## config.mk

```make
export PLATFORM = sky130hd
export DESIGN_NAME = pla_cube_line_parser
export DESIGN_NICKNAME = d
export VERILOG_FILES = /design/src/sv/pclp_pkg.sv /design/src/sv/pclp_in_stage.sv /design/src/sv/pclp_core.sv /design/src/sv/pla_cube_line_parser.sv
export SDC_FILE = /design/constraint.sdc
export NUM_CORES = 1
export LEC_CHECK = 0
export BUFFER_PORTS_ARGS = -buffer_cell sky130_fd_sc_hd__buf_2
export CAP_MARGIN = 20
export CORE_ASPECT_RATIO = 0.6
export CORE_UTILIZATION = 63
export CTS_CLUSTER_SIZE = 10
export DETAILED_ROUTE_END_ITERATION = 6
export PLACE_DENSITY = 0.85
export REMOVE_ABC_BUFFERS = 1
export SLEW_MARGIN = 20
export SYNTH_ARGS = -nofsm -noshare
export SYNTH_HDL_FRONTEND = slang
export SYNTH_SLANG_ARGS = --single-unit
```

## constraint.sdc

```tcl
create_clock -name clk_i -period 19.9 [get_ports clk_i]
set_clock_uncertainty 0.1 [all_clocks]
set_input_delay 1.99 -clock clk_i [delete_from_list [all_inputs] [get_ports clk_i]]
set_output_delay 1.99 -clock clk_i [all_outputs]
set_load 0.005 [all_outputs]
```

## src/sv/pclp_pkg.sv

```systemverilog
// ----------------------------------------------------------------------------
// PLA cube parser package
// Shared types, defaults, register indexes and character codes.
// ----------------------------------------------------------------------------
package pclp_pkg;

  // Default size limits
  localparam int DEF_MAX_INPUTS  = 32;
  localparam int DEF_MAX_OUTPUTS = 32;

  // Count register width
  localparam int CNT_W = 6;

  // Configuration register indexes
  localparam logic [2:0] CFG_NUM_INPUTS  = 3'd0;
  localparam logic [2:0] CFG_NUM_OUTPUTS = 3'd1;
  localparam logic [2:0] CFG_KEEP_ONSET  = 3'd2;
  localparam logic [2:0] CFG_KEEP_OFFSET = 3'd3;
  localparam logic [2:0] CFG_KEEP_DCSET  = 3'd4;

  // Configuration reset values
  localparam logic [CNT_W-1:0] RST_NUM_INPUTS  = 6'd8;
  localparam logic [CNT_W-1:0] RST_NUM_OUTPUTS = 6'd8;

  // Character codes
  localparam logic [7:0] CH_ZERO  = 8'h30;
  localparam logic [7:0] CH_ONE   = 8'h31;
  localparam logic [7:0] CH_TWO   = 8'h32;
  localparam logic [7:0] CH_THREE = 8'h33;
  localparam logic [7:0] CH_FOUR  = 8'h34;
  localparam logic [7:0] CH_DASH  = 8'h2D;
  localparam logic [7:0] CH_QUEST = 8'h3F;
  localparam logic [7:0] CH_TILDE = 8'h7E;
  localparam logic [7:0] CH_BAR   = 8'h7C;
  localparam logic [7:0] CH_HASH  = 8'h23;
  localparam logic [7:0] CH_DOT   = 8'h2E;
  localparam logic [7:0] CH_SPACE = 8'h20;
  localparam logic [7:0] CH_TAB   = 8'h09;
  localparam logic [7:0] CH_NL    = 8'h0A;
  localparam logic [7:0] CH_VT    = 8'h0B;
  localparam logic [7:0] CH_FF    = 8'h0C;
  localparam logic [7:0] CH_CR    = 8'h0D;

  // Parser phase
  typedef enum logic [3:0] {
    PH_IDLE = 4'b0001,
    PH_IN   = 4'b0010,
    PH_OUT  = 4'b0100,
    PH_SKIP = 4'b1000
  } phase_e;

  // One input item
  typedef struct packed {
    logic [7:0] char_in;
    logic       end_of_input;
  } item_t;

  // Configuration registers
  typedef struct packed {
    logic [CNT_W-1:0] num_inputs;
    logic [CNT_W-1:0] num_outputs;
    logic             keep_onset;
    logic             keep_offset;
    logic             keep_dcset;
  } cfg_t;

  // Map a count of zero to one and limit it to the maximum
  function automatic logic [CNT_W-1:0] clamp_count(logic [CNT_W-1:0] v,
                                                   logic [CNT_W-1:0] mx);
    logic [CNT_W-1:0] r;
    if (v == '0) begin
      r = CNT_W'(1);
    end else if (v > mx) begin
      r = mx;
    end else begin
      r = v;
    end
    return r;
  endfunction

endpackage

```

## src/sv/pclp_in_stage.sv

```systemverilog
// ----------------------------------------------------------------------------
// PLA cube parser input stage
// Registers one incoming item and holds it until the parser takes it.
// ----------------------------------------------------------------------------
module pclp_in_stage
  import pclp_pkg::*;
(
  input  logic  clk_i,
  input  logic  rst_ni,
  input  logic  in_valid_i,
  output logic  in_stall_o,
  input  item_t item_i,
  input  logic  take_i,
  output logic  item_valid_o,
  output item_t item_o
);

  logic  valid_q, valid_d;
  item_t item_q;
  logic  accept;

  // Stall only while a held item is not taken this cycle
  assign in_stall_o = valid_q && !take_i;
  assign accept     = in_valid_i && !in_stall_o;

  always_comb begin
    if (accept) begin
      valid_d = 1'b1;
    end else if (take_i) begin
      valid_d = 1'b0;
    end else begin
      valid_d = valid_q;
    end
  end

  always_ff @(posedge clk_i or negedge rst_ni) begin
    if (!rst_ni) begin
      valid_q <= 1'b0;
    end else begin
      valid_q <= valid_d;
    end
  end

  // Load the item on accept
  always_ff @(posedge clk_i) begin
    if (accept) begin
      item_q <= item_i;
    end
  end

  assign item_valid_o = valid_q;
  assign item_o       = item_q;

endmodule

```

## src/sv/pclp_core.sv

```systemverilog
// ----------------------------------------------------------------------------
// PLA cube parser core
// Parser state, one-pass character decode and the registered result.
// ----------------------------------------------------------------------------
module pclp_core
  import pclp_pkg::*;
#(
  parameter int MAX_INPUTS  = DEF_MAX_INPUTS,
  parameter int MAX_OUTPUTS = DEF_MAX_OUTPUTS
) (
  input  logic                    clk_i,
  input  logic                    rst_ni,
  input  cfg_t                    cfg_i,
  input  logic                    item_valid_i,
  input  item_t                   item_i,
  output logic                    take_o,
  output logic                    out_valid_o,
  input  logic                    out_stall_i,
  output logic [2*MAX_INPUTS-1:0] input_part_o,
  output logic [MAX_OUTPUTS-1:0]  onset_mask_o,
  output logic [MAX_OUTPUTS-1:0]  offset_mask_o,
  output logic [MAX_OUTPUTS-1:0]  dcset_mask_o,
  output logic                    add_onset_o,
  output logic                    add_offset_o,
  output logic                    add_dcset_o,
  output logic                    line_ignored_o
);

  localparam int IW = 2 * MAX_INPUTS;
  localparam int OW = MAX_OUTPUTS;
  localparam int MAX_POS = (MAX_INPUTS > MAX_OUTPUTS) ? MAX_INPUTS : MAX_OUTPUTS;

  // Parser state
  phase_e           phase_q, phase_d;
  logic [CNT_W-1:0] pos_q, pos_d;
  logic [IW-1:0]    in_bits_q, in_bits_d;
  logic [OW-1:0]    on_q, on_d, off_q, off_d, dc_q, dc_d;
  logic [2:0]       keep_q, keep_d;

  // Result register
  logic             out_valid_q, out_valid_d;
  logic [IW-1:0]    res_in_q;
  logic [OW-1:0]    res_on_q, res_off_q, res_dc_q;
  logic [2:0]       res_add_q;
  logic             res_bad_q;

  // Decode signals
  logic [7:0]       c;
  logic [CNT_W-1:0] ni, no;
  logic [CNT_W-1:0] pos_eff, pos_inc;
  logic [IW-1:0]    in_bits_eff;
  logic [OW-1:0]    on_eff, off_eff, dc_eff;
  logic [2:0]       keep_eff;
  logic             blank, start, work, emit, bad;
  logic             set_lo, set_hi, set_on, set_off, set_dc, known;
  logic [MAX_INPUTS-1:0] in_sel;
  logic [OW-1:0]    out_sel;

  assign c  = item_i.char_in;
  assign ni = clamp_count(cfg_i.num_inputs, CNT_W'(MAX_INPUTS));
  assign no = clamp_count(cfg_i.num_outputs, CNT_W'(MAX_OUTPUTS));

  assign blank = (c == CH_SPACE) || (c == CH_TAB) || (c == CH_NL) ||
                 (c == CH_VT) || (c == CH_FF) || (c == CH_CR);

  // Take the held item when the result slot is free or draining
  assign take_o = item_valid_i && (!out_valid_q || !out_stall_i);

  // Classify the phase and the character
  always_comb begin
    start = 1'b0;
    work  = 1'b0;
    if (!item_i.end_of_input) begin
      unique case (phase_q)
        PH_IDLE: start = !blank && (c != CH_HASH) && (c != CH_DOT);
        PH_IN:   work  = 1'b1;
        PH_OUT:  work  = 1'b1;
        PH_SKIP: work  = 1'b0;
        default: work  = 1'b0;
      endcase
    end
  end

  // Start of a cube clears the working values
  assign pos_eff     = start ? '0 : pos_q;
  assign in_bits_eff = start ? '0 : in_bits_q;
  assign on_eff      = start ? '0 : on_q;
  assign off_eff     = start ? '0 : off_q;
  assign dc_eff      = start ? '0 : dc_q;
  assign keep_eff    = start ? '0 : keep_q;
  assign pos_inc     = pos_eff + CNT_W'(1);

  // Decode input-part characters
  always_comb begin
    set_lo = 1'b0;
    set_hi = 1'b0;
    known  = 1'b1;
    case (c) inside
      CH_TWO, CH_DASH: begin
        set_lo = 1'b1;
        set_hi = 1'b1;
      end
      CH_ZERO:  set_lo = 1'b1;
      CH_ONE:   set_hi = 1'b1;
      CH_QUEST: known  = 1'b1;
      default:  known  = 1'b0;
    endcase
    if (phase_q == PH_OUT && !start) begin
      // Output-part characters, each gated by its keep flag
      set_lo = 1'b0;
      set_hi = 1'b0;
      known  = 1'b1;
      case (c) inside
        CH_FOUR, CH_ONE:   known = 1'b1;
        CH_THREE, CH_ZERO: known = 1'b1;
        CH_TWO, CH_DASH:   known = 1'b1;
        CH_TILDE:          known = 1'b1;
        default:           known = 1'b0;
      endcase
    end
  end

  always_comb begin
    set_on  = 1'b0;
    set_off = 1'b0;
    set_dc  = 1'b0;
    case (c) inside
      CH_FOUR, CH_ONE:   set_on  = cfg_i.keep_onset;
      CH_THREE, CH_ZERO: set_off = cfg_i.keep_offset;
      CH_TWO, CH_DASH:   set_dc  = cfg_i.keep_dcset;
      default:           set_on  = 1'b0;
    endcase
  end

  // Position select lanes
  always_comb begin
    for (int v = 0; v < MAX_INPUTS; v++) begin
      in_sel[v] = (pos_eff == CNT_W'(v)) && (pos_eff < ni);
    end
    for (int v = 0; v < OW; v++) begin
      out_sel[v] = (pos_eff == CNT_W'(v)) && (pos_eff < no);
    end
  end

  // Next state and result
  always_comb begin
    phase_d   = phase_q;
    pos_d     = pos_q;
    in_bits_d = in_bits_q;
    on_d      = on_q;
    off_d     = off_q;
    dc_d      = dc_q;
    keep_d    = keep_q;
    emit      = 1'b0;
    bad       = 1'b0;
    if (item_i.end_of_input) begin
      phase_d = PH_IDLE;
      pos_d   = '0;
      if (phase_q == PH_IN || phase_q == PH_OUT) begin
        emit = 1'b1;
        bad  = 1'b1;
      end
    end else if (phase_q == PH_SKIP) begin
      if (c == CH_NL) begin
        phase_d = PH_IDLE;
      end
    end else if (phase_q == PH_IDLE && !start) begin
      if (!blank) begin
        phase_d = PH_SKIP;
      end
    end else if (start || work) begin
      if (start) begin
        phase_d   = PH_IN;
        pos_d     = '0;
        in_bits_d = '0;
        on_d      = '0;
        off_d     = '0;
        dc_d      = '0;
        keep_d    = '0;
      end
      if (!blank && c != CH_BAR) begin
        if (!known) begin
          phase_d = PH_SKIP;
          emit    = 1'b1;
          bad     = 1'b1;
        end else if (start || phase_q == PH_IN) begin
          for (int v = 0; v < MAX_INPUTS; v++) begin
            in_bits_d[2*v]   = in_bits_eff[2*v]   | (in_sel[v] & set_lo);
            in_bits_d[2*v+1] = in_bits_eff[2*v+1] | (in_sel[v] & set_hi);
          end
          if (pos_inc >= ni) begin
            phase_d = PH_OUT;
            pos_d   = '0;
          end else begin
            phase_d = PH_IN;
            pos_d   = pos_inc;
          end
        end else begin
          on_d   = on_eff  | (out_sel & {OW{set_on}});
          off_d  = off_eff | (out_sel & {OW{set_off}});
          dc_d   = dc_eff  | (out_sel & {OW{set_dc}});
          keep_d = keep_eff | {set_dc, set_off, set_on};
          if (pos_inc >= no) begin
            phase_d = PH_IDLE;
            pos_d   = '0;
            emit    = 1'b1;
          end else begin
            pos_d = pos_inc;
          end
        end
      end
    end
  end

  // Advance parser state
  always_ff @(posedge clk_i or negedge rst_ni) begin
    if (!rst_ni) begin
      phase_q   <= PH_IDLE;
      pos_q     <= '0;
      in_bits_q <= '0;
      on_q      <= '0;
      off_q     <= '0;
      dc_q      <= '0;
      keep_q    <= '0;
    end else if (take_o) begin
      phase_q   <= phase_d;
      pos_q     <= pos_d;
      in_bits_q <= in_bits_d;
      on_q      <= on_d;
      off_q     <= off_d;
      dc_q      <= dc_d;
      keep_q    <= keep_d;
    end
  end

  // Result valid: set on emit, drop once taken
  always_comb begin
    if (take_o && emit) begin
      out_valid_d = 1'b1;
    end else if (!out_stall_i) begin
      out_valid_d = 1'b0;
    end else begin
      out_valid_d = out_valid_q;
    end
  end

  always_ff @(posedge clk_i or negedge rst_ni) begin
    if (!rst_ni) begin
      out_valid_q <= 1'b0;
    end else begin
      out_valid_q <= out_valid_d;
    end
  end

  // Load result payload; an error result carries zeros
  always_ff @(posedge clk_i) begin
    if (take_o && emit) begin
      res_in_q  <= bad ? '0 : in_bits_d;
      res_on_q  <= bad ? '0 : on_d;
      res_off_q <= bad ? '0 : off_d;
      res_dc_q  <= bad ? '0 : dc_d;
      res_add_q <= bad ? '0 : keep_d;
      res_bad_q <= bad;
    end
  end

  assign out_valid_o    = out_valid_q;
  assign input_part_o   = res_in_q;
  assign onset_mask_o   = res_on_q;
  assign offset_mask_o  = res_off_q;
  assign dcset_mask_o   = res_dc_q;
  assign add_onset_o    = res_add_q[0];
  assign add_offset_o   = res_add_q[1];
  assign add_dcset_o    = res_add_q[2];
  assign line_ignored_o = res_bad_q;

  // An error result carries no cube
  assert property (@(posedge clk_i) disable iff (!rst_ni)
    out_valid_q && res_bad_q |-> (res_in_q == '0) && (res_on_q == '0) &&
      (res_off_q == '0) && (res_dc_q == '0) && (res_add_q == '0))
    else $error("error result carries cube data");

  // Inside a cube the position stays within the largest part
  assert property (@(posedge clk_i) disable iff (!rst_ni)
    (phase_q == PH_IN) || (phase_q == PH_OUT) |-> pos_q < CNT_W'(MAX_POS))
    else $error("cube position out of range");

  // End of input always returns the parser to idle
  assert property (@(posedge clk_i) disable iff (!rst_ni)
    take_o && item_i.end_of_input |=> phase_q == PH_IDLE)
    else $error("end of input did not return to idle");

  // A bad character drops the rest of the line
  assert property (@(posedge clk_i) disable iff (!rst_ni)
    take_o && emit && bad && !item_i.end_of_input |=> phase_q == PH_SKIP)
    else $error("bad character did not skip the line");

endmodule

```

## src/sv/pla_cube_line_parser.sv

```systemverilog
// ----------------------------------------------------------------------------
// PLA cube line parser
// Reads PLA text one byte per item and returns one result per finished or dropped cube.
// ----------------------------------------------------------------------------
// An item is held in the input register; the core then loads the result register.
// Throughput: one character per cycle unless a waiting result is stalled; the
//   input and result registers let a new item enter while a result waits to be taken.
// Reset: configuration returns to its defaults and the parser to idle.
module pla_cube_line_parser
  import pclp_pkg::*;
#(
  parameter int MAX_INPUTS  = DEF_MAX_INPUTS,
  parameter int MAX_OUTPUTS = DEF_MAX_OUTPUTS
) (
  input  logic                    clk_i,
  input  logic                    rst_ni,
  input  logic                    cfg_we_i,
  input  logic [2:0]              cfg_idx_i,
  input  logic [CNT_W-1:0]        cfg_data_i,
  input  logic                    in_valid_i,
  output logic                    in_stall_o,
  input  logic [7:0]              char_in_i,
  input  logic                    end_of_input_i,
  output logic                    out_valid_o,
  input  logic                    out_stall_i,
  output logic [2*MAX_INPUTS-1:0] input_part_o,
  output logic [MAX_OUTPUTS-1:0]  onset_mask_o,
  output logic [MAX_OUTPUTS-1:0]  offset_mask_o,
  output logic [MAX_OUTPUTS-1:0]  dcset_mask_o,
  output logic                    add_onset_o,
  output logic                    add_offset_o,
  output logic                    add_dcset_o,
  output logic                    line_ignored_o
);

  cfg_t  cfg_q;
  item_t item_in, item_held;
  logic  item_valid, take;

  // Write configuration registers
  always_ff @(posedge clk_i or negedge rst_ni) begin
    if (!rst_ni) begin
      cfg_q.num_inputs  <= RST_NUM_INPUTS;
      cfg_q.num_outputs <= RST_NUM_OUTPUTS;
      cfg_q.keep_onset  <= 1'b1;
      cfg_q.keep_offset <= 1'b0;
      cfg_q.keep_dcset  <= 1'b1;
    end else if (cfg_we_i) begin
      unique case (cfg_idx_i)
        CFG_NUM_INPUTS:  cfg_q.num_inputs  <= cfg_data_i;
        CFG_NUM_OUTPUTS: cfg_q.num_outputs <= cfg_data_i;
        CFG_KEEP_ONSET:  cfg_q.keep_onset  <= cfg_data_i[0];
        CFG_KEEP_OFFSET: cfg_q.keep_offset <= cfg_data_i[0];
        CFG_KEEP_DCSET:  cfg_q.keep_dcset  <= cfg_data_i[0];
        default:         cfg_q             <= cfg_q;
      endcase
    end
  end

  assign item_in.char_in      = char_in_i;
  assign item_in.end_of_input = end_of_input_i;

  pclp_in_stage u_in_stage (
    .clk_i        (clk_i),
    .rst_ni       (rst_ni),
    .in_valid_i   (in_valid_i),
    .in_stall_o   (in_stall_o),
    .item_i       (item_in),
    .take_i       (take),
    .item_valid_o (item_valid),
    .item_o       (item_held)
  );

  pclp_core #(
    .MAX_INPUTS  (MAX_INPUTS),
    .MAX_OUTPUTS (MAX_OUTPUTS)
  ) u_core (
    .clk_i          (clk_i),
    .rst_ni         (rst_ni),
    .cfg_i          (cfg_q),
    .item_valid_i   (item_valid),
    .item_i         (item_held),
    .take_o         (take),
    .out_valid_o    (out_valid_o),
    .out_stall_i    (out_stall_i),
    .input_part_o   (input_part_o),
    .onset_mask_o   (onset_mask_o),
    .offset_mask_o  (offset_mask_o),
    .dcset_mask_o   (dcset_mask_o),
    .add_onset_o    (add_onset_o),
    .add_offset_o   (add_offset_o),
    .add_dcset_o    (add_dcset_o),
    .line_ignored_o (line_ignored_o)
  );

endmodule

```

# ---- Word-level counts from Yosys, hierarchy flattened
# Cells that the tools add are included.
dict set report classes {
  n_mux 111
  mul 0
  add_sub_neg 1
  eq_ne 61
  n_reduce_logical 106
  bitwise_logic 135
  magnitude_cmp 6
  n_shift 0
  div_mod_pow 0
}
# operator n
set op_table {}
lappend op_table {{$mux 32} 24}
lappend op_table {{$mux 64} 8}
lappend op_table {{$and 32x32->32} 3}
lappend op_table {{$eq 6x5->1 const B} 16}
lappend op_table {{$or 32x32->32} 3}
lappend op_table {{$mux 6} 14}
lappend op_table {{$logic_and 1x1->1} 73}
lappend op_table {{$and 1x1->1} 64}
lappend op_table {{$eq 8x6->1 const B} 8}
lappend op_table {{$or 1x1->1} 64}
lappend op_table {{$eq 6x4->1 const B} 8}
lappend op_table {{$mux 1} 45}
lappend op_table {{$mux 4} 11}
lappend op_table {{$eq 8x4->1 const B} 5}
lappend op_table {{$mux 3} 9}
lappend op_table {{$eq 6x3->1 const B} 4}
lappend op_table {{$logic_not 6->1} 3}
lappend op_table {{$ne 8x6->1 const B} 2}
lappend op_table {{$eq 6x2->1 const B} 2}
lappend op_table {{$ge 6x6->1} 2}
lappend op_table {{$gt 6x6->1 const B} 2}
lappend op_table {{$lt 6x6->1} 2}
lappend op_table {{$reduce_and 2->1} 5}
lappend op_table {{$logic_or 1x1->1} 9}
lappend op_table {{other kinds (22)} 34}
dict set report word_totals {
  out_inout_bits 166
  reg_bits 363
  ram_bits 0
  n_memories 0
  rom_bits 0
  inputBits 23
  wordCells 442
  latch_bits 0
}

# ---- Longest topological paths before layout
# Gate-level depths: netlist of run 1.
dict set report depth {
  ltp_word 24
  mapped_depth 18
  depth_no_buf 15
}

# ---- Cells and area by module
# From an unflattened synthesis of run 1, not the netlist that was laid out.
dict set report unflattened {
  cells_unflattened 1561
  hier_area_um2 16803.6
}
# module area_per_inst_um2 instances cells_per_inst seq_area_each_um2
set by_module_without_submodules {}
lappend by_module_without_submodules {pclp_core 15854.0 1 1511 9280.2}
lappend by_module_without_submodules {pla_cube_line_parser 621.8 1 36 380.4}
lappend by_module_without_submodules {pclp_in_stage 327.8 1 14 295.3}

# ---- Worst setup path before layout of run 1
# No wires, ideal clock.
dict set report synth_path {
  path_kind {register -> register}
  startpoint {reg u_core.phase_q[0]}
  endpoint {reg u_core.res_dc_q[0] (netlist: u_core.dcset_mask_o[0]), enable pin}
  arrival_time_ps 10350
  setup_time_ps 691
  synth_period_minus_slack_ps 11141
  path_stages_with_launch 17
  slack_ps 8759
  path_buffers 3
  required_time_ps 19109
  path_cell_list {dfstp_2 > buf_2 > or4b_4 > nand2b_4 > or4_4 > nand2_1 > buf_4 > clkbuf_1 > a21oi_1 > ha_1 > o211ai_1 > and2_1 > nand3_1 > o211ai_1 > o211ai_1 > a31oi_1 > nor2_1}
}
dict set report synth_between {
  elab_chain_len 15
  word_cells_on_any_way 29
}
# element line
set synth_rtl {}
lappend synth_rtl {{start: declaration} pclp_core.sv:34} ;# phase_e phase_q, phase_d;
lappend synth_rtl {{start signal: assignment} pclp_core.sv:226} ;# phase_q <= phase_d;
lappend synth_rtl {{$eq 4x1->1} {pclp_core.sv:74, pclp_core.sv:167}}
lappend synth_rtl {{$mux 1} pclp_core.sv:74} ;# unique case (phase_q)
lappend synth_rtl {{$mux 1} pclp_core.sv:73} ;# if (!item_i.end_of_input) begin
lappend synth_rtl {{$mux 6} pclp_core.sv:85} ;# assign pos_eff = start ? '0 : pos_q;
lappend synth_rtl {{$add 6x1->6} pclp_core.sv:91} ;# assign pos_inc = pos_eff + CNT_W'(1);
lappend synth_rtl {{$ge 6x6->1} pclp_core.sv:203} ;# if (pos_inc >= no) begin
lappend synth_rtl {{$mux 1} pclp_core.sv:203}
lappend synth_rtl {{$mux 1} pclp_core.sv:186} ;# end else if (start || phase_q == PH_IN) begin
lappend synth_rtl {{$mux 1} pclp_core.sv:182} ;# if (!known) begin
lappend synth_rtl {{$mux 1} pclp_core.sv:181} ;# if (!blank && c != CH_BAR) begin
lappend synth_rtl {{$mux 1} pclp_core.sv:171} ;# end else if (start || work) begin
lappend synth_rtl {{$mux 1} pclp_core.sv:167} ;# end else if (phase_q == PH_IDLE && !start) begin
lappend synth_rtl {{$mux 1} pclp_core.sv:163} ;# end else if (phase_q == PH_SKIP) begin
lappend synth_rtl {{$mux 1 *} pclp_core.sv:156} ;# if (item_i.end_of_input) begin
lappend synth_rtl {{$logic_and 1x1->1 *} pclp_core.sv:257} ;# if (take_o && emit) begin
lappend synth_rtl {{end signal: assignment} pclp_core.sv:261} ;# res_dc_q <= bad ? '0 : dc_d;
lappend synth_rtl {{end: declaration} pclp_core.sv:43} ;# logic [OW-1:0] res_on_q, res_off_q, res_dc_q;
# Mark *: on every way between the ends. The rest lies on a longest branch, timed or not.
# A chain may end at the register's enable or synchronous reset.

# ---- Worst setup path in the final report of run 1
dict set report layout_path {
  startpoint {reg u_core.phase_q[0]}
  endpoint {reg u_core.res_on_q[1] (netlist: u_core.onset_mask_o[1]), enable pin}
}
dict set report layout_between {
  elab_chain_len 15
  word_cells_on_any_way 29
}
# element line
set layout_rtl {}
lappend layout_rtl {{$eq 4x1->1} {pclp_core.sv:74, pclp_core.sv:167}}
lappend layout_rtl {{$mux 1} pclp_core.sv:74}
lappend layout_rtl {{$mux 1} pclp_core.sv:73}
lappend layout_rtl {{$mux 6} pclp_core.sv:85}
lappend layout_rtl {{$add 6x1->6} pclp_core.sv:91}
lappend layout_rtl {{$ge 6x6->1} pclp_core.sv:203}
lappend layout_rtl {{$mux 1} pclp_core.sv:203}
lappend layout_rtl {{$mux 1} pclp_core.sv:186}
lappend layout_rtl {{$mux 1} pclp_core.sv:182}
lappend layout_rtl {{$mux 1} pclp_core.sv:181}
lappend layout_rtl {{$mux 1} pclp_core.sv:171}
lappend layout_rtl {{$mux 1} pclp_core.sv:167}
lappend layout_rtl {{$mux 1} pclp_core.sv:163}
lappend layout_rtl {{$mux 1 *} pclp_core.sv:156}
lappend layout_rtl {{$logic_and 1x1->1 *} pclp_core.sv:257}
lappend layout_rtl {{end signal: assignment} pclp_core.sv:259} ;# res_on_q <= bad ? '0 : on_d;
lappend layout_rtl {{end: declaration} pclp_core.sv:43}
# Marks and branches as above.

==> reports/results.ini, run 1 <==
[pwr]
clockPowerShare=0.375
seqPwrFrac=0.460
switching_power_w=0.0005737
power_w=0.001913
p_comb_frac=0.165
peakVddDrop_uv=80.60
power.density_nw_per_um2=103.4
p_int_w=0.001340
p_leak_nw=7.637
switching_share=0.2998

[global_route]
grt_start_max_net_pins=109
overflow=0
antenna_found_initial=0
track_usage=0.3748
grt_pass1_wl_um=74410
grt_pass1_vias=12650

[layout]
nets=1699
syn2layout_area_growth_pct=14.84
layout-drive-gt1-share=0.1885
fillers=1581
antennaDiodeCount=0

[detailed_routing]
drt-initial-drc-count=2091
via_count=13390
wirelength_um=48960
dr.pass1.iters=6
ant_nets=0
detail_route.wl_per_cell_um=24.31
routed_via_density=6.650
drc_errors=0

[clock_tree]
cts.sinks=363
clock_path_buffers=3
htreeDepth=2
cts-hold-fix-buffers=0
clkTransAtPathRegs_ps=60
post_cts_buffers=0
cts_buffers=42
cts_tree=done
clk_latency_ps=550
postCtsResizedCells=0
cts_root_buffer=clkbuf_16

[setup_path]
worstPathArrival_ps=6390
crit_fanout=68
cp-end-kind=flip-flop
crit_required_ps=19970
critical_path_class=flip-flop to flip-flop
start_kind=flip-flop

[yosys]
syn_inst=1501
ys.flop_type=dfrtp_1
ys_types=75
synth-async-reset-ratio=0.5234
yosys_warnings=0
syn-cell-area_um2=16110
ys_ff_latch=363
syn_area_per_cell_um2=10.73
yosysSeqAreaShare=0.6181
synth_edf_count=173

[sta]
report.final.slew_viol_count=0
fmax_mhz=158.1
tightest_slew_ps=1085
timing.final.crit_share=0.3179
setup_viol_count_final=0
min_period_ps=6326
relSlewSlack=0.2769
fin_setup_tns_ps=0
whs_ps=383.7
rsz0062_at_grt=false
hold_viol=0

[floorplanning]
die_w_um=208.4
die_area_um2=26230
fp-row-count=44
die_h_um=125.9
initial_core_util=0.6545
core_area_um2=24610
io_pins=189

[placed_design]
gp_congestion=0.9793
port_buffers=188
hpwl_um=32520

[worst_hold_path]
hp-class=flip-flop to flip-flop

[run_status]
status=completed

[run]
maxCapViolations=0

## metal layers
layer  part of all wire  global-route usage  vias up
met5                  0                   0        -
met3               0.14              0.1252      101
met4              0.022              0.1037        0
met1               0.41              0.5570     6510
li1                   -                   -     5755
met2               0.42              0.5286     1028
## power by group through the flow
stage	Combinational, W	Sequential (W)	Clock, W
floorplan	0.000167	0.000904	0
global placement	0.000302	0.000890	0
detailed placement	0.000306	0.000892	0
CTS	0.000307	0.000879	0.000717
global route	0.000335	0.000884	0.000747
finish	0.000316	0.000879	0.000718
## synthesized netlist by cell type, types with 3 or more instances
| cell type | n | area, um^2 |
|---|---|---|
| mux2_2 | 13 | 146.4 |
| nor2b_1 | 9 | 56.30 |
| and3b_1 | 3 | 26.28 |
| a2bb2oi_1 | 7 | 61.31 |
| or3_1 | 11 | 68.82 |
| and3_1 | 14 | 87.58 |
| nor4_1 | 5 | 31.28 |
| a21oi_1 | 24 | 120.1 |
| a211oi_1 | 4 | 30.03 |
| nor3_2 | 3 | 30.03 |
| a22o_1 | 46 | 402.9 |
| and2_1 | 11 | 68.82 |
| o21a_1 | 5 | 37.54 |
| nor3_1 | 20 | 100.1 |
| buf_1 | 3 | 11.26 |
| o31ai_1 | 5 | 37.54 |
| a31oi_1 | 3 | 18.77 |
| o21ai_0 | 220 | 1101 |
| inv_1 | 16 | 60.06 |
| o22ai_1 | 5 | 31.28 |
| nand2b_1 | 9 | 56.30 |
| a22oi_1 | 25 | 187.7 |
| nand2_1 | 327 | 1227 |
| o21ai_2 | 20 | 175.2 |
| or2_2 | 3 | 18.77 |
| ha_1 | 17 | 212.7 |
| dfrtp_1 | 185 | 4629 |
| dfstp_2 | 5 | 131.4 |
| edfxtp_1 | 173 | 5195 |
| a21o_1 | 3 | 22.52 |
| nor2_1 | 91 | 341.6 |
| xnor2_1 | 4 | 35.03 |
| buf_2 | 11 | 55.05 |
| o211ai_1 | 4 | 30.03 |
| nand3_1 | 40 | 200.2 |
| clkbuf_1 | 74 | 277.8 |
| a32o_1 | 18 | 180.2 |
| nor4b_1 | 4 | 35.03 |
| nand4_1 | 13 | 81.33 |
## critical path, stage by stage (launching register included)
cell and delay, ps:
dfstp_2 590, or4b_4 510, nand2b_4 170, or4_4 590, nand2_1 640, a21oi_1 210, ha_1 380, o211ai_1 120
and2_1 170, nand3_1 80, o211ai_1 90, o211ai_1 380, a31oi_1 240, nor2_4 780, buf_4 830
## per-stage QoR
stage | utilization | std cells | setup slack (ps) | cell area, um^2
final | 0.7517 | 2014 | 13570 | 18500
after global routing | 0.7517 | 2014 | 13310 | 18500
after CTS | 0.7515 | 2014 | 13610 | 18490
after detailed placement | 0.7007 | 1937 | 13650 | 17240
after global placement | 0.7004 | 1937 | 13740 | 17240
after floorplan | - | 1409 | 8930 | 15730
## state kept, by name, indices dropped and copies added (netlist names), 4 cells and up
signal	cells
cfg_q	15
u_core.in_bits_q	64
u_core.dc_q	32
u_core.on_q	32
u_core.phase_q	4
u_core.offset_mask_o	32
u_core.off_q	32
u_core.input_part_o	64
u_core.dcset_mask_o	32
u_in_stage.item_o	9
u_core.onset_mask_o	32
u_core.pos_q	6
## kinds of logic after synthesis
kind of cell / after synthesis / share of synthesized area
XOR/XNOR: 5 / 0.002719
AND/OR/NAND/NOR: 583 / 0.1638
buffers and inverters: 108 / 0.02742
adder cells (fa/ha/maj): 19 / 0.01453
flip-flops: 363 / 0.6181
multiplexers: 16 / 0.01119
AO/OA/AOI/OAI: 407 / 0.1622
## placed cells by master (no fill, tap or decap), drive strengths merged, types with 16 or more instances in the layout
master	count
dfrtp	185
nor2	93
ha	17
buf	206
a22o	46
inv	16
nand2	327
o21ai	240
a21oi	25
a22oi	26
nand3	40
clkbuf	76
edfxtp	173
a32o	18
nor3	23
## area by class of cell
class	count	area [um^2]	share of cell area
Sequential cell	363	9956	0.5382
Multi-Input combinational cell	1030	5742	0.3104
Clock buffer	76	1242	0.06717
Timing Repair Buffer	206	1086	0.05871
Tap cell	322	402.9	0.02178
Inverter	16	60.06	0.003247
Clock inverter	1	8.758	0.0004735
## worst paths after layout
check,from,end,slack [ps],cells after the start
setup / recovery,u_core.phase_q[0],u_core.onset_mask_o[1],13570,14
hold / removal,u_core.in_bits_q[34],u_core.in_bits_q[34],380,2
setup reg to reg,u_core.phase_q[0],u_core.onset_mask_o[1],13570,14
hold reg to reg,u_core.in_bits_q[34],u_core.in_bits_q[34],380,2
max in group asynchronous,rst_ni,u_core.dc_q[3],16230,3
min in group asynchronous,rst_ni,u_core.in_bits_q[36],1350,1
(Power assumes the default switching activity.)
==> run 2: changes to the inputs <==
--- a/config.mk
+++ b/config.mk
@@ -5,13 +5,14 @@
 export SDC_FILE = /design/constraint.sdc
 export NUM_CORES = 1
 export LEC_CHECK = 0
+export ABC_AREA = 1
 export BUFFER_PORTS_ARGS = -buffer_cell sky130_fd_sc_hd__buf_2
 export CAP_MARGIN = 20
 export CORE_ASPECT_RATIO = 0.6
-export CORE_UTILIZATION = 63
+export CORE_UTILIZATION = 59
 export CTS_CLUSTER_SIZE = 10
 export DETAILED_ROUTE_END_ITERATION = 6
-export PLACE_DENSITY = 0.85
+export PLACE_DENSITY = 0.8
 export REMOVE_ABC_BUFFERS = 1
 export SLEW_MARGIN = 20
 export SYNTH_ARGS = -nofsm -noshare
==> constraint.sdc (replaced) <==
create_clock -name clk_i -period 6.2 [get_ports clk_i]
set_clock_uncertainty 0.1 [all_clocks]
set_input_delay 0.62 -clock clk_i [delete_from_list [all_inputs] [get_ports clk_i]]
set_output_delay 0.62 -clock clk_i [all_outputs]
set_load 0.005 [all_outputs]
==> reports/results.ini, run 2 <==
[clock_tree]
cts.sinks=363
post_cts_buffers=0
clk_latency_ps=550
htreeDepth=2
cts_tree=done
cts-hold-fix-buffers=0
clkTransAtPathRegs_ps=60
cts_buffers=42
postCtsResizedCells=0
cts_root_buffer=clkbuf_16
clock_path_buffers=3

[detailed_routing]
ant_nets=0
wirelength_um=43090
via_count=13480
dr.pass1.iters=7
drt-initial-drc-count=1697
drc_errors=0
detail_route.wl_per_cell_um=17.96
routed_via_density=5.617

[yosys]
synth-async-reset-ratio=0.5234
yosys-top-cells-count=437 x nand2_1, 319 x nor2_1, 185 x dfrtp_1
synth_edf_count=173
yosysSeqAreaShare=0.6018
syn-cell-area_um2=16540
syn_area_per_cell_um2=8.977
yosys.cell_count.top_type=nand2_1
synth_top_area_share=0.3140
ys_ff_latch=363
yosys_warnings=0
ys_types=44
muxShareOfSynthArea=0
synth_xor_area_frac=0
syn_inst=1843
yosysTopAreaCell=edfxtp_1
synth_top_family_by_area=simple AND/OR/NAND/NOR gates
synthAdderAreaFrac=0.01286
synth-compound-area-share=0.1172
yosys.area_share.simple=0.2082
ys_top_cells_by_area=edfxtp_1 31%, dfrtp_1 28%, nand2_1 9.9%, nor2_1 7.2%, o21ai_0 4.7%
ys.flop_type=dfrtp_1

[worst_hold_path]
hp-class=primary input to async pin

[sta]
min_period_ps=5080
whs_ps=13.71
hold_viol=0
relSlewSlack=0.2981
report.final.slew_viol_count=0
setup_slack_ps=1120
fin_setup_tns_ps=0
tightest_slew_ps=1053
setup_viol_count_final=0
rsz0062_at_grt=false
fmax_mhz=196.9
timing.final.crit_share=0.8193

[pwr]
p_leak_nw=8.587
power.density_nw_per_um2=332.4
peakVddDrop_uv=238.9
power_w=0.006315

[setup_path]
r2r_end=u_core.dcset_mask_o[20]
crit_path_end=u_core.dcset_mask_o[20]
rrSetupSlack_ps=1120
crit_start=u_in_stage.item_o[4]
rr_worst_depth=21
start_kind=flip-flop
cp-end-kind=flip-flop
critical_path_class=flip-flop to flip-flop
r2r_start=u_in_stage.item_o[4]
slowest_stage=inv_6
crit_fanout=105
crit_required_ps=6300
critPathMaxStageDelay_ps=490
crit_chain=nand2_1 -> inv_1 -> nand2_1 -> nand2_1 -> a21oi_1 -> nand2_8 -> nand2_1 -> o21ai_0 -> nand2_1 -> inv_1 -> ha_1 -> o211a_1 -> o21ai_0 -> nand2_1 -> nand2_1 -> nand3_1 -> nand3_2 -> o21ai_0 -> nand2_1 -> inv_6 -> buf_4
critical_path.most_common_cell=nand2_1
worstPathArrival_ps=5180

[floorplanning]
die_area_um2=28740
die_h_um=131.7
core_area_um2=27580
die_w_um=218.2
io_pins=189
fp-row-count=47
initial_core_util=0.5999

[placed_design]
gp_congestion=0.9572
hpwl_um=27950
port_buffers=188
preCtsSetupSlack_ps=1265
place_area_um2=17730

[global_route]
grt_start_max_net_pins=120
grt_pass1_vias=12730
grt_pass1_wl_um=67870
antenna_found_initial=1
overflow=0
track_usage=0.3035

[layout]
fillers=2118
mostFrequentLayoutCell=nand2_1
syn2layout_area_growth_pct=14.84
final_cell_mix=436 x nand2_1, 319 x nor2_1, 187 x buf_2, 185 x dfrtp_1, 173 x edfxtp_1
final_area_um2=19000
layout-drive-gt1-share=0.1442
antennaDiodeCount=0
nets=2038

[run]
maxCapViolations=0

[run_status]
status=completed

[run 2: cell count changes after synthesis, sizes merged, moves of 18 or more]
cell / before / now
a21oi: 25 / 109
a21boi: 2 / 31
nand2: 327 / 442
buf: 18 / 37
a22oi: 26 / 0
inv: 16 / 153
and2: 11 / 36
nor2: 93 / 325
o21ai: 240 / 200
a22o: 46 / 0
a32o: 18 / 0
[run 2: through the flow]
step | util | instances
2_1_floorplan | - | 1746
3_3_place_gp | 0.6428 | 2320
3_5_place_dp | 0.6428 | 2320
4_1_cts | 0.6883 | 2398
5_1_grt | 0.6889 | 2399
6_report | 0.6889 | 2399
[run 2: per-layer routing]
metal,wire length [um],track usage
met1,19660,0.4650
met2,18480,0.4353
met5,0,0
met4,968,0.08897
met3,3973,0.06620
[run 2: cell type report]
type / count / area (um^2) / share of cell area
clock buffers: 77 / 1246 / 0.06559
clock inverters: 1 / 8.758 / 0.0004610
inverters: 154 / 583.1 / 0.03069
multi-input cells: 1229 / 5627 / 0.2961
flip-flops and latches: 363 / 9956 / 0.5240
well taps: 367 / 459.2 / 0.02417
repair buffers: 208 / 1120 / 0.05894
[run 2: kinds of logic after synthesis]
kind of cell,count (synthesis)
and+or+nand+nor,852
DFF,363
AOI/OAI and AO/OA,360
buffers and inverters,251
adders and majority gates,17
[run 2: where the power goes]
group	internal [W]	switching [W]	total (W)	leakage [nW]
combinational	0.000268	0.000880	0.00115	3.69
clock	0.00135	0.000940	0.00229	0.596
sequential	0.00279	0.0000875	0.00288	4.30
[run 2: critical path: cells and delay by family, from the launching register on]
kind / cells / cell delay (ps)
compound gates: 5 / 920
fa+ha+maj: 1 / 290
buf+inv: 4 / 1090
flops: 1 / 470
simple gates: 11 / 1710
[run 2: how the worst min path moves through the flow]
stage | from | to | slack, ps | cells past startpoint
2_1_floorplan | rst_ni | cfg_q[10] | 220 | 0
3_3_place_gp | u_core.in_bits_q[13] | u_core.in_bits_q[13] | 360 | 2
3_5_place_dp | u_core.in_bits_q[5] | u_core.in_bits_q[5] | 370 | 2
4_1_cts | rst_ni | u_core.dc_q[1] | 70 | 1
5_1_grt | rst_ni | u_core.off_q[1] | 110 | 1
6_report | rst_ni | u_core.dc_q[1] | 10 | 1
==> run 3: changes to the inputs <==
--- a/config.mk
+++ b/config.mk
@@ -5,14 +5,14 @@
 export SDC_FILE = /design/constraint.sdc
 export NUM_CORES = 1
 export LEC_CHECK = 0
-export ABC_AREA = 1
+export ABC_AREA = 0
 export BUFFER_PORTS_ARGS = -buffer_cell sky130_fd_sc_hd__buf_2
 export CAP_MARGIN = 20
 export CORE_ASPECT_RATIO = 0.6
-export CORE_UTILIZATION = 59
+export CORE_UTILIZATION = 53
 export CTS_CLUSTER_SIZE = 10
 export DETAILED_ROUTE_END_ITERATION = 6
-export PLACE_DENSITY = 0.8
+export PLACE_DENSITY = 0.76
 export REMOVE_ABC_BUFFERS = 1
 export SLEW_MARGIN = 20
 export SYNTH_ARGS = -nofsm -noshare
==> constraint.sdc (replaced) <==
create_clock -name clk_i -period 4.6 [get_ports clk_i]
set_clock_uncertainty 0.1 [all_clocks]
set_input_delay 0.46 -clock clk_i [delete_from_list [all_inputs] [get_ports clk_i]]
set_output_delay 0.46 -clock clk_i [all_outputs]
set_load 0.005 [all_outputs]
==> reports/results.ini, run 3 (same netlist as run 1, synthesis figures left out) <==
[clock_tree]
clock_path_buffers=3
cts.sinks=363
clk_latency_ps=540
cts_tree=done
clkTransAtPathRegs_ps=60
cts_buffers=42
htreeDepth=2
cts_root_buffer=clkbuf_16

[sta]
whs_ps=28.80
setup_viol_count_final=0
hold_viol=0
relSlewSlack=0.3407
fmax_mhz=223.6
report.final.slew_viol_count=0
tightest_slew_ps=989.0
timing.final.crit_share=0.9724
min_period_ps=4473

[run]
maxCapViolations=0

[setup_path]
critPathMaxStageDelay_ps=600
rr_worst_depth=15
crit_fanout=12
crit_cells=15
start_kind=flip-flop
crit_required_ps=4750
r2r_start=u_core.phase_q[0]
critical_path.most_common_cell=o211ai_1
cp-end-kind=flip-flop
slowest_stage=or4_4
crit_chain=or4b_4 -> nand2b_4 -> or4_4 -> nand2_4 -> a21oi_1 -> ha_1 -> o211ai_1 -> and2_1 -> nand3_1 -> o211ai_1 -> o211ai_1 -> a31oi_2 -> nor2_4 -> clkbuf_16 -> buf_4
worstPathArrival_ps=4620
crit_family=simple AND/OR/NAND/NOR gates
r2r_end=u_core.input_part_o[21]
cp_num_buf_inv=2
rrSetupSlack_ps=130
critical_path_class=flip-flop to flip-flop

[layout]
layout-drive-gt1-share=0.2183
post-route-util=0.6461
antennaDiodeCount=0
nets=1774
syn2layout_area_growth_pct=20.02
mostFrequentLayoutCell=nand2_1
final_cell_mix=325 x nand2_1, 220 x o21ai_0, 187 x buf_2, 184 x dfrtp_1, 173 x edfxtp_1

[floorplanning]
io_pins=189
die_h_um=137.0
fp-row-count=49
die_area_um2=31110
initial_core_util=0.5383
die_w_um=227.1
core_area_um2=29920

[worst_hold_path]
holdPathEnd=u_in_stage.item_valid_o
min_delay_path_depth=2
hp-class=primary input to flip-flop
hold_path_startpoint=in_valid_i

[detailed_routing]
detail_route.wl_per_cell_um=22.47
routed_via_density=6.208
drc_errors=0
drt-initial-drc-count=1651
dr.pass1.iters=6
ant_nets=0
via_count=13480
wirelength_um=48800

[global_route]
track_usage=0.3168
grt_start_max_net_pins=97
grt_pass1_vias=12560
overflow=0
antenna_found_initial=1
grt_pass1_wl_um=73860

[placed_design]
port_buffers=188
gp_congestion=0.9482
hpwl_um=33380

[pwr]
p_leak_nw=8.046
power_w=0.008435
power.density_nw_per_um2=436.4
peakVddDrop_uv=269.8

[run_status]
status=completed

-- run 3: layout make-up --
type / instances / area, um^2
fill: 2318 / 10590
sequential: 363 / 9957
multi-input combinational: 1030 / 5746
timing repair buffer: 281 / 1831
clock buffer: 73 / 1219
tap: 408 / 510.5
inverter: 16 / 60.06
clock inverter: 1 / 8.758
-- run 3: worst max path at each step --
stage                               to              start  slack (ps)
2_1_floorplan   u_core.dcset_mask_o[0]  u_core.phase_q[0]       -6370
3_3_place_gp   u_core.dcset_mask_o[31]  u_core.phase_q[0]         210
3_5_place_dp   u_core.dcset_mask_o[31]  u_core.phase_q[0]         160
4_1_cts        u_core.onset_mask_o[28]  u_core.phase_q[0]         130
5_1_grt        u_core.dcset_mask_o[15]  u_core.phase_q[0]          -6
6_report       u_core.input_part_o[21]  u_core.phase_q[0]         130
-- run 3: metrics by stage --
step | worst slack (ps) | setup TNS [ps] | instance area [um^2] | cells
final | 126.8 | 0 | 19330 | 2172
after global routing | -5.588 | -90.54 | 19330 | 2172
after CTS | 127.4 | 0 | 19230 | 2166
after detailed placement | 155.8 | 0 | 17920 | 2083
after global placement | 207.3 | 0 | 17920 | 2083
after floorplan | -6370 | -1387900 | 15730 | 1409
-- run 3: routing by layer --
layer,part of all wire,track usage
met5,0,0
met1,0.44,0.4780
met3,0.12,0.09511
met2,0.42,0.4424
met4,0.021,0.08315
-- run 3: timing repair --
item,CTS,global route
setup buffers,0,3
setup endpoints to repair,0,141
endpoints found under the hold margin,86,1
hold buffers,9,1
gates resized for setup,0,4
-- run 3: report_power, final --
part	switching [W]	internal, W
Combinational	0.00113	0.000495
Sequential	0.000111	0.00367
Clock	0.00125	0.00178
